===== src/rtl/kct_pkg.sv =====
// ---------------------------------------------------------------------------
// kct_pkg: shared types and constants for the keypad countdown timer
// Request and result payload structs, event codes and BCD helpers.
// ---------------------------------------------------------------------------
package kct_pkg;

  localparam int NUM_DIGITS = 8;
  localparam int DIGIT_W    = 4;
  localparam int COUNT_W    = 4;
  localparam int BCD_W      = NUM_DIGITS * DIGIT_W;

  localparam logic [DIGIT_W-1:0] DIGIT_MAX  = 4'd9;
  localparam logic [COUNT_W-1:0] FULL_COUNT = 4'd8;
  localparam logic [COUNT_W-1:0] END_COUNT  = 4'd1;

  // BCD pair constants
  localparam logic [7:0] PAIR_MAX_59 = 8'h59;
  localparam logic [7:0] PAIR_MAX_99 = 8'h99;
  localparam logic [DIGIT_W-1:0] TENS_LIMIT = 4'd6;

  // event codes carried in the mode field
  typedef enum logic [1:0] {
    MODE_DIGIT = 2'd0,
    MODE_START = 2'd1,
    MODE_CLEAR = 2'd2,
    MODE_TICK  = 2'd3
  } mode_t;

  typedef struct packed {
    logic [1:0]         mode;
    logic [DIGIT_W-1:0] key_digit;
  } in_t;

  typedef struct packed {
    logic [BCD_W-1:0]   display_bcd;
    logic [COUNT_W-1:0] shown_digits;
    logic               relay_on;
    logic               running;
    logic               halted;
  } out_t;

  // decrement a nonzero two-digit BCD value
  function automatic logic [7:0] bcd_pair_dec(input logic [7:0] v);
    logic [7:0] r;
    if (v[3:0] != 4'd0) begin
      r = {v[7:4], v[3:0] - 4'd1};
    end else begin
      r = {v[7:4] - 4'd1, DIGIT_MAX};
    end
    return r;
  endfunction

  // limit a two-digit BCD value to 59
  function automatic logic [7:0] bcd_pair_clamp59(input logic [7:0] v);
    logic [7:0] r;
    if (v[7:4] >= TENS_LIMIT) begin
      r = PAIR_MAX_59;
    end else begin
      r = v;
    end
    return r;
  endfunction

endpackage


===== src/rtl/kct_countdown.sv =====
// ---------------------------------------------------------------------------
// kct_countdown: one-centisecond BCD decrement of hh:mm:ss:cc
// Borrows from centiseconds through seconds and minutes into hours.
// ---------------------------------------------------------------------------
module kct_countdown (
  input  logic [kct_pkg::BCD_W-1:0] time_bcd,
  output logic [kct_pkg::BCD_W-1:0] time_dec,
  output logic                      at_zero
);
  import kct_pkg::*;

  logic [7:0] cs;
  logic [7:0] ss;
  logic [7:0] mm;
  logic [7:0] hh;
  logic [7:0] cs_dec;
  logic [7:0] ss_dec;
  logic [7:0] mm_dec;
  logic [7:0] hh_dec;

  assign cs = time_bcd[7:0];
  assign ss = time_bcd[15:8];
  assign mm = time_bcd[23:16];
  assign hh = time_bcd[31:24];

  assign at_zero = (time_bcd == '0);

  // borrow chain through the fields
  always_comb begin
    cs_dec = cs;
    ss_dec = ss;
    mm_dec = mm;
    hh_dec = hh;
    if (cs != 8'h00) begin
      cs_dec = bcd_pair_dec(cs);
    end else begin
      cs_dec = PAIR_MAX_99;
      if (ss != 8'h00) begin
        ss_dec = bcd_pair_dec(ss);
      end else begin
        ss_dec = PAIR_MAX_59;
        if (mm != 8'h00) begin
          mm_dec = bcd_pair_dec(mm);
        end else begin
          mm_dec = PAIR_MAX_59;
          if (hh != 8'h00) begin
            hh_dec = bcd_pair_dec(hh);
          end
        end
      end
    end
  end

  assign time_dec = {hh_dec, mm_dec, ss_dec, cs_dec};

endmodule


===== src/rtl/kct_core.sv =====
// ---------------------------------------------------------------------------
// kct_core: timer state and per-request update
// Holds the digit store, countdown time and status flags, applies one
// request per step and presents the resulting display and status.
// ---------------------------------------------------------------------------
module kct_core (
  input  logic          clk,
  input  logic          rst_n,
  input  logic          step,
  input  kct_pkg::in_t  req,
  output kct_pkg::out_t result
);
  import kct_pkg::*;

  logic [BCD_W-1:0]   store_r,   store_nxt;
  logic [COUNT_W-1:0] count_r,   count_nxt;
  logic [BCD_W-1:0]   time_r,    time_nxt;
  logic [COUNT_W-1:0] run_cnt_r, run_cnt_nxt;
  logic               active_r,  active_nxt;
  logic               pause_r,   pause_nxt;
  logic               relay_r,   relay_nxt;
  logic               fresh_r,   fresh_nxt;

  logic [BCD_W-1:0]   time_dec;
  logic               at_zero;
  logic [BCD_W-1:0]   base_store;
  logic [COUNT_W-1:0] base_count;
  mode_t              mode;

  assign mode = mode_t'(req.mode);

  kct_countdown u_countdown (
    .time_bcd (time_r),
    .time_dec (time_dec),
    .at_zero  (at_zero)
  );

  // store as seen by a digit key, emptied after a countdown end
  assign base_store = fresh_r ? '0 : store_r;
  assign base_count = fresh_r ? '0 : count_r;

  // next state
  always_comb begin
    store_nxt   = store_r;
    count_nxt   = count_r;
    time_nxt    = time_r;
    run_cnt_nxt = run_cnt_r;
    active_nxt  = active_r;
    pause_nxt   = pause_r;
    relay_nxt   = relay_r;
    fresh_nxt   = fresh_r;
    if (step) begin
      unique case (mode)
        MODE_DIGIT: begin
          if (!active_r && (req.key_digit <= DIGIT_MAX)) begin
            fresh_nxt = 1'b0;
            store_nxt = base_store;
            count_nxt = base_count;
            if (base_count < FULL_COUNT) begin
              store_nxt = {base_store[BCD_W-DIGIT_W-1:0], req.key_digit};
              count_nxt = base_count + 4'd1;
            end
          end
        end
        MODE_START: begin
          if (!active_r && (count_r != '0)) begin
            time_nxt = {store_r[31:24], bcd_pair_clamp59(store_r[23:16]),
                        bcd_pair_clamp59(store_r[15:8]), store_r[7:0]};
            run_cnt_nxt = count_r;
            active_nxt  = 1'b1;
            pause_nxt   = 1'b0;
            fresh_nxt   = 1'b0;
          end else if (active_r) begin
            pause_nxt = !pause_r;
          end
        end
        MODE_CLEAR: begin
          store_nxt   = '0;
          count_nxt   = '0;
          time_nxt    = '0;
          run_cnt_nxt = '0;
          active_nxt  = 1'b0;
          pause_nxt   = 1'b0;
          relay_nxt   = 1'b0;
          fresh_nxt   = 1'b0;
        end
        MODE_TICK: begin
          if (active_r && !pause_r) begin
            if (at_zero) begin
              relay_nxt   = !relay_r;
              active_nxt  = 1'b0;
              store_nxt   = '0;
              count_nxt   = END_COUNT;
              run_cnt_nxt = '0;
              fresh_nxt   = 1'b1;
            end else begin
              time_nxt  = time_dec;
              store_nxt = time_dec;
              count_nxt = run_cnt_r;
            end
          end
        end
        default: begin
        end
      endcase
    end
  end

  // state registers
  always_ff @(posedge clk) begin
    if (!rst_n) begin
      store_r   <= '0;
      count_r   <= '0;
      time_r    <= '0;
      run_cnt_r <= '0;
      active_r  <= 1'b0;
      pause_r   <= 1'b0;
      relay_r   <= 1'b0;
      fresh_r   <= 1'b0;
    end else begin
      store_r   <= store_nxt;
      count_r   <= count_nxt;
      time_r    <= time_nxt;
      run_cnt_r <= run_cnt_nxt;
      active_r  <= active_nxt;
      pause_r   <= pause_nxt;
      relay_r   <= relay_nxt;
      fresh_r   <= fresh_nxt;
    end
  end

  // result reflects the state after the request
  always_comb begin
    result.display_bcd  = store_nxt;
    result.shown_digits = count_nxt;
    result.relay_on     = relay_nxt;
    result.running      = active_nxt;
    result.halted       = pause_nxt;
  end

`ifndef ASSERT_OFF
  // digit count never exceeds the store size
  a_count_range: assert property (@(posedge clk) disable iff (!rst_n)
    (count_r <= FULL_COUNT) && (run_cnt_r <= FULL_COUNT))
    else $error("digit count out of range");

  // pause only exists during a countdown
  a_pause_active: assert property (@(posedge clk) disable iff (!rst_n)
    pause_r |-> active_r)
    else $error("paused while not running");

  // fresh entry mark only after a countdown has stopped
  a_fresh_idle: assert property (@(posedge clk) disable iff (!rst_n)
    fresh_r |-> !active_r)
    else $error("fresh entry set while running");

  // a clear request leaves the timer fully idle
  a_clear: assert property (@(posedge clk) disable iff (!rst_n)
    (step && (mode == MODE_CLEAR)) |=>
      (!active_r && !relay_r && (count_r == '0) && (store_r == '0)))
    else $error("clear did not reset timer state");
`endif

endmodule


===== src/rtl/keypad_countdown_timer_top.sv =====
// ---------------------------------------------------------------------------
// keypad_countdown_timer_top: keypad-driven hh:mm:ss:cc countdown timer
// Request register, timer state update and result register.
// ---------------------------------------------------------------------------
// Takes one request (digit key, start/pause, clear or centisecond tick) per
// clock while the result side accepts, and returns exactly one result per
// request: the eight BCD display digits, the number of digits shown and the
// relay, running and paused bits after the request is applied. An accepted
// request passes through the request register and the state update into the
// result register before it reaches the result port; with the result side
// ready the block sustains one request every cycle.
module keypad_countdown_timer_top (
  input  logic          clk,
  input  logic          rst_n,
  input  logic          in_valid,
  output logic          in_ready,
  input  kct_pkg::in_t  in_data,
  output logic          out_valid,
  input  logic          out_ready,
  output kct_pkg::out_t out_data
);
  import kct_pkg::*;

  logic in_valid_r, in_valid_nxt;
  in_t  in_data_r;
  logic out_valid_r, out_valid_nxt;
  out_t out_data_r;
  logic advance;
  logic step;
  out_t result;

  // pipeline moves when the result register is free or being drained
  assign advance  = !out_valid_r || out_ready;
  assign in_ready = !in_valid_r || advance;
  assign step     = in_valid_r && advance;

  assign in_valid_nxt  = in_ready ? in_valid : in_valid_r;
  assign out_valid_nxt = advance ? in_valid_r : out_valid_r;

  kct_core u_core (
    .clk    (clk),
    .rst_n  (rst_n),
    .step   (step),
    .req    (in_data_r),
    .result (result)
  );

  // valid flags
  always_ff @(posedge clk) begin
    if (!rst_n) begin
      in_valid_r  <= 1'b0;
      out_valid_r <= 1'b0;
    end else begin
      in_valid_r  <= in_valid_nxt;
      out_valid_r <= out_valid_nxt;
    end
  end

  // payload registers
  always_ff @(posedge clk) begin
    if (in_valid && in_ready) begin
      in_data_r <= in_data;
    end
    if (step) begin
      out_data_r <= result;
    end
  end

  assign out_valid = out_valid_r;
  assign out_data  = out_data_r;

endmodule

===== config.mk =====
export PLATFORM = sky130hd
export DESIGN_NAME = keypad_countdown_timer_top
export DESIGN_NICKNAME = d
export VERILOG_FILES = /design/src/rtl/kct_pkg.sv /design/src/rtl/kct_countdown.sv /design/src/rtl/kct_core.sv /design/src/rtl/keypad_countdown_timer_top.sv
export SDC_FILE = /design/constraint.sdc
export NUM_CORES = 1
export LEC_CHECK = 0
export BUFFER_PORTS_ARGS = -buffer_cell sky130_fd_sc_hd__buf_4
export CAP_MARGIN = 20
export CORE_UTILIZATION = 40
export DETAILED_ROUTE_END_ITERATION = 8
export GPL_TIMING_DRIVEN = 0
export SLEW_MARGIN = 20
export SYNTH_ARGS = -nofsm -noshare
export SYNTH_HDL_FRONTEND = slang
export SYNTH_SLANG_ARGS = --single-unit

===== constraint.sdc =====
create_clock -name clk -period 6.2 [get_ports clk]
set_clock_uncertainty 0.05 [all_clocks]
set_input_delay 1.24 -clock clk [delete_from_list [all_inputs] [get_ports clk]]
set_output_delay 1.24 -clock clk [all_outputs]
set_load 0.01 [all_outputs]

==> results of run 1 <==
worst max-delay path, stage by stage:
cell and delay (ps):
buf_4 80, nand2b_1 160, nand2_1 160, inv_2 420, nand3b_1 380, a21oi_1 770, clkbuf_1 520, o21ai_0 150
a31oi_1 160
metal layers:
metal | vias to the layer above | global-route usage | share of wire
met5 | - | 0 | 0
met4 | 0 | 0.1325 | 0.039
met3 | 63 | 0.07370 | 0.087
met2 | 355 | 0.4139 | 0.44
met1 | 3005 | 0.3730 | 0.43
li1 | 2858 | - | -
report_power, final:
group / switching, mW / total (mW) / internal [mW]
clock: 0.362 / 1.01 / 0.650
combinational: 0.217 / 0.315 / 0.0983
sequential: 0.0161 / 0.874 / 0.858
total: 0.595 / 2.20 / 1.61
registers in the layout, summed over array words and instances (netlist names):
| register | cells |
|---|---|
| out_data | 39 |
| u_core.store_r | 32 |
| u_core.time_r | 32 |
| in_data_r | 6 |
| u_core.count_r | 4 |
| u_core.run_cnt_r | 4 |
| in_valid_r | 1 |
| out_valid | 1 |
| u_core.active_r | 1 |
| u_core.fresh_r | 1 |
| u_core.pause_r | 1 |
| u_core.relay_r | 1 |
cell usage in the layout (no fill, tap or decap), drive strengths merged, types with 29 or more instances in the layout:
cell	synthesis	layout
and2	41	41
o21ai	55	55
edfxtp	45	45
a21oi	41	41
buf	9	60
dfxtp	78	78
inv	29	29
clkbuf	34	58
nand2	54	54
nor2	42	42
how the worst max path moves through the flow:
stage,startpoint,endpoint,slack [ps],cells past startpoint
floorplan,out_ready,u_core.time_r[19],2520,8
global placement,out_ready,u_core.time_r[19],1010,9
detailed placement,out_ready,u_core.time_r[21],2100,9
CTS,out_ready,u_core.time_r[21],2530,9
global route,out_ready,u_core.time_r[18],2270,9
finish,out_ready,u_core.time_r[19],2460,9
per-stage QoR:
stage               instance area, um^2  cells  utilization  setup WS, ps  power [mW]
floorplan                          6634    717            -          2522       1.088
global placement                   7279    983       0.4533          1011       1.191
detailed placement                 7311    984       0.4553          2099       1.196
CTS                                7900   1016       0.4920          2526       2.201
global route                       7900   1016       0.4920          2272       2.266
finish                             7900   1016       0.4920          2462       2.202
area by class of cell:
class | instances | share of cell area
inverters | 29 | 0.01378
well taps | 216 | 0.03421
clock inverters | 8 | 0.01489
multi-input cells | 522 | 0.4343
flip-flops and latches | 123 | 0.3687
plain buffers | 43 | 0.02439
repair buffers | 51 | 0.05005
clock buffers | 24 | 0.05971
cells by family (layout without fill, tap and decap cells):
kind of cell / Yosys count / in the layout / share of synthesized area
and+or+nand+nor: 247 / 247 / 0.2086
DFF: 123 / 123 / 0.4391
xor gates and xnor gates: 4 / 4 / 0.005280
buffers and inverters: 72 / 155 / 0.04545
adders and majority gates: 19 / 19 / 0.03584
muxes: 11 / 11 / 0.01716
AOI/OAI and AO/OA: 241 / 241 / 0.2486
==> impl_metrics.csv, run 1 <==
group,metric,value,unit
outcome,status,"complete, no violations",
routing,drc,0,
critical_path,path_max_fanout,18,
grt,grt_first_pass_wirelength,34530,um
routing,vias,6281,
logic_synthesis,ys_top_cells_by_area,"dfxtp_1 (24%), edfxtp_1 (20%), and2_1 (3.9%)",
routing,first_pass_iters,6,
place,gp_congestion,0.9894,
power,power-per-cell-area,278.7,mW/mm^2
clock_network,clock_latency,430,ps
critical_path,crit_required,6500,ps
logic_synthesis,ys.warnings.count,0,
grt,first_global_vias,5910,
grt,grt_usage,0.2777,
logic_synthesis,syn_inst,717,
logic_synthesis,synth_edf_count,45,
timing,slew_headroom,0.3240,
die,core_area,0.01606,mm^2
logic_synthesis,synth-seq-cells,123,
die,rows,46,
timing,timing.hold.ws,439.5,ps
logic_synthesis,synth.top_cell.area_share,0.2354,
critical_path,timing.rr.start,"u_core.time_r[0]",
logic_synthesis,ys_seq_area_frac,0.4391,
die,start_util,0.4131,
routing,routed_via_density,6.182,
clock_network,h-tree-depth,4,
logic_synthesis,synth_area,0.006634,mm^2
layout,nets,816,
critical_path,cp-end-kind,"flop",
routing,drtIter0Drc,822,
clock_network,cts_hold_buf,0,
logic_synthesis,syn_nets,746,
clock_network,post_cts_buffers,0,
timing,fin_crit,3738,ps
timing,tightest_slew,1006,ps
place,place_hpwl,16380,um
die,die_area,0.01710,mm^2
hold_path,hold_class,"reg -> reg",
critical_path,rr_worst_depth,10,
layout,area.growth.synth_to_final,19.09,%
layout,fillers,1534,
timing,slew_violations,0,
logic_synthesis,synth_flop_cell,"dfxtp_1",
logic_synthesis,synth_area_per_cell,9.252,um^2
hold_path,min-delay-start,"u_core.time_r[31]",
die,fp.dieW,130.8,um
layout,multiInputGateArea,0.003431,mm^2
layout,layout-drive-gt1-share,0.1438,
logic_synthesis,ys_top_cells_by_count,"dfxtp_1 (78), nand2_1 (54), o21ai_0 (50)",
routing,wirelength,22630,um
critical_path,arrival,4040,ps
layout,antenna_cells,0,
critical_path,reg2reg_slack,2830,ps
routing,wl_per_cell,22.27,um
logic_synthesis,synth_most_common_cell,"dfxtp_1",
grt,antenna_found_initial,0,
clock_network,cts.reportedPaths.clkPinSlew,60,ps
clock_network,post_cts_resized,0,
grt,grt_max_degree,26,
power,peakVddDrop,0.1985,mV
clock_network,cts_tree,"built",
timing,fin_setup_tns,0,ps
logic_synthesis,ys_types,70,
clock_network,cts_sinks,123,
hold_path,holdPathEnd,"u_core.time_r[31]",
die,ios,51,
timing,fmax,267.5,MHz
power,power.leakage,2.884,nW
job,drv_cap,0,
layout,regArea,0.002913,mm^2
timing,period_share,0.6029,
grt,grt.overflow.total,0,
clock_network,cts_buffer_depth,2,
timing,finalHoldViolCount,0,
hold_path,worstHoldPathCells,2,
critical_path,path_class,"in -> reg",
timing,finalSetupViolCount,0,
logic_synthesis,synth_area_leader_cell,"dfxtp_1",
die,die_h,130.8,um
timing,rsz0062_at_grt,"no",
critical_path,start_kind,"input pin",
clock_network,cts_buffers,17,
place,port-buffer-count,50,
critical_path,reg2reg_to,"u_core.active_r",
logic_synthesis,ys_async_sr_fraction,0,
routing,drtAntennaViolNets,0,
clock_network,cts_root_buf,"clkbuf_16",
Note: power is estimated with default switching activity, not from simulation.
==> inputs of run 2 (changes only) <==
- ABC_AREA: default -> 1
- clock period: 6.2 -> 3.17 ns (I/O delays scaled with it)
==> run 2 against run 1 <==
Net effect: utilization decreased by 0.65 points; synthesized area is 2.6% higher; register-to-register slack got worse by 2400 ps; die area up 2.6%; combinational power rose to 2.7 times the previous value; wire length fell by 8.6%; critical path type is now reg -> reg; critical endpoint is now u_core.time_r[29]; largest power group unchanged.
==> impl_metrics.csv, run 2 <==
group,metric,value,unit
logic_synthesis,synth_area_leader_cell,"dfxtp_1",
routing,routed_via_density,5.276,
clock_network,post_cts_resized,0,
power,p_seq_frac,0.380,
die,core_area,0.01658,mm^2
logic_synthesis,syn_nets,933,
clock_network,cts_hold_buf,0,
die,rows,47,
layout,final_cell_mix,"nand2_1 (197), inv_1 (119), dfxtp_1 (78)",
critical_path,start_kind,"flop",
power,power,4.599,mW
job,drv_cap,0,
place,dpl.cell_count,1174,
critical_path,reg2reg_to,"u_core.time_r[29]",
critical_path,slowest_stage,"inv_2",
critical_path,timing.rr.start,"out_valid",
timing,rsz0062_at_grt,"no",
routing,vias,6352,
power,power-per-cell-area,571.3,mW/mm^2
critical_path,crit_path_cell_trace,"nand2_2, nand2_2, inv_2, nand2_2, nor2_2, nand2_2, a21oi_4, inv_2, buf_6, a22oi_1, a21oi_1",
clock_network,cts_buffers,17,
layout,multiInputGateArea,0.003191,mm^2
place,dp_slack,-41.55,ps
grt,grt_usage,0.2457,
critical_path,critPathMaxStageDelay,710,ps
logic_synthesis,synth_flop_cell,"dfxtp_1",
logic_synthesis,synth_edf_count,45,
logic_synthesis,syn_inst,904,
layout,layout.cells.non_filler,1204,
place,port-buffer-count,50,
grt,use_met2,0.3863,
die,die_area,0.01754,mm^2
critical_path,path_class,"reg -> reg",
layout,finalInstanceArea,0.008050,mm^2
hold_path,worstHoldPathCells,1,
outcome,status,"complete, no violations",
place,dpl_cell_area,0.007457,mm^2
grt,grt.overflow.total,0,
timing,slew_headroom,0.3392,
logic_synthesis,ys_async_sr_fraction,0,
die,die_h,132.4,um
power,p_comb_frac,0.187,
clock_network,cts_root_buf,"clkbuf_16",
timing,period_share,0.8705,
timing,finalHoldViolCount,0,
critical_path,reg2reg_slack,410,ps
layout,fin_util,0.4854,
logic_synthesis,ys_top_cells_by_area,"dfxtp_1 (23%), edfxtp_1 (20%), nand2_1 (11%)",
grt,grt_max_degree,43,
routing,wl_per_cell,17.18,um
layout,antenna_cells,0,
grt,first_global_vias,5784,
power,p_switching,1.346,mW
critical_path,cp-end-kind,"flop",
hold_path,min-delay-start,"in_data[1]",
routing,drtIter0Drc,675,
critical_path,path_max_fanout,42,
clock_network,clock_latency,430,ps
die,start_util,0.4104,
logic_synthesis,synth_area_per_cell,7.529,um^2
timing,timing.hold.ws,332.3,ps
clock_network,h-tree-depth,4,
hold_path,hold_class,"in -> reg",
logic_synthesis,synth_most_common_cell,"nand2_1",
routing,first_pass_iters,5,
layout,layout_commonest_cell,"nand2_1",
layout,area.growth.synth_to_final,18.27,%
timing,fmax,362.4,MHz
routing,wirelength,20690,um
clock_network,cts_tree,"built",
power,power.leakage,3.545,nW
logic_synthesis,ys_top_cells_by_count,"nand2_1 (197), inv_1 (119), dfxtp_1 (78)",
logic_synthesis,synth.top_cell.area_share,0.2294,
grt,grt-busiest-layer,"met2",
die,ios,51,
grt,grt_first_pass_wirelength,32400,um
timing,fin_crit,2759,ps
layout,regArea,0.002913,mm^2
critical_path,rr_worst_depth,11,
critical_path,cp_common_cell,"nand2_2",
power,pwr-share-clk,0.432,
layout,largest_reg_flops,39,
die,fp.dieW,132.4,um
routing,drc,0,
routing,drtAntennaViolNets,0,
timing,finalSetupViolCount,0,
power,internal-power,3.253,mW
grt,antenna_found_initial,0,
logic_synthesis,synth_area,0.006807,mm^2
hold_path,holdPathEnd,"in_data_r[1]",
logic_synthesis,ys_types,45,
clock_network,cts.reportedPaths.clkPinSlew,60,ps
logic_synthesis,synth-seq-cells,123,
logic_synthesis,ys_seq_area_frac,0.4279,
place,place_hpwl,14710,um
layout,nets,1002,
place,gp_congestion,0.9494,
timing,tightest_slew,991.3,ps
clock_network,cts_sinks,123,
clock_network,cts_buffer_depth,2,
power,peakVddDrop,0.3988,mV
layout,layout-drive-gt1-share,0.1606,
critical_path,arrival,2980,ps
timing,fin_setup_tns,0,ps
timing,setup_ws,410.6,ps
clock_network,post_cts_buffers,0,
grt,grtUsageMet1,0.3345,
grt,met3_usage,0.04943,
layout,fillers,1694,
timing,slew_violations,0,
power,switching_share,0.2928,
critical_path,crit_required,3390,ps
logic_synthesis,ys.warnings.count,0,
==> run 2: worst max-delay path: cells and delay by family (launching register included) <==
kind,cells,cell delay (ps)
AO/OA/AOI/OAI,3,490
buffers and inverters,3,1050
flip-flops,1,320
AND/OR/NAND/NOR,5,660
==> run 2: cells by family after synthesis <==
group / count (synthesis) / synth area share
and+or+nand+nor: 369 / 0.2528
AOI/OAI and AO/OA: 218 / 0.1811
buffers and inverters: 175 / 0.1033
DFF: 123 / 0.4279
adders and majority gates: 19 / 0.03493
==> run 2: layer usage <==
layer | part of all wire | vias up
met3 | 0.069 | 41
met4 | 0.022 | 0
met2 | 0.46 | 259
met1 | 0.45 | 2916
li1 | - | 3136
met5 | 0 | -
==> run 2: how the worst max path moves through the flow <==
stage / start / endpoint / cells past startpoint
after floorplan: out_ready / u_core.time_r[29] / 12
after global placement: out_ready / u_core.time_r[29] / 13
after detailed placement: out_ready / u_core.time_r[29] / 13
after CTS: out_valid / u_core.time_r[29] / 11
after global routing: out_valid / u_core.time_r[7] / 11
final: out_valid / u_core.time_r[29] / 11
==> run 2: power groups by stage <==
stage	registers [mW]	logic, mW	clock network, mW
4_1_cts	1.75	0.850	2.01
2_1_floorplan	1.78	0.589	0
3_3_place_gp	1.78	0.845	0
5_1_grt	1.76	0.954	2.08
3_5_place_dp	1.78	0.847	0
6_report	1.75	0.862	1.99
==> run 2: layout make-up <==
class / instances / area share
multi-input combinational: 606 / 0.3963
sequential: 123 / 0.3618
inverter: 147 / 0.06885
clock buffer: 22 / 0.05891
timing repair buffer: 50 / 0.04663
tap: 220 / 0.03419
buffer: 28 / 0.01850
clock inverter: 8 / 0.01477
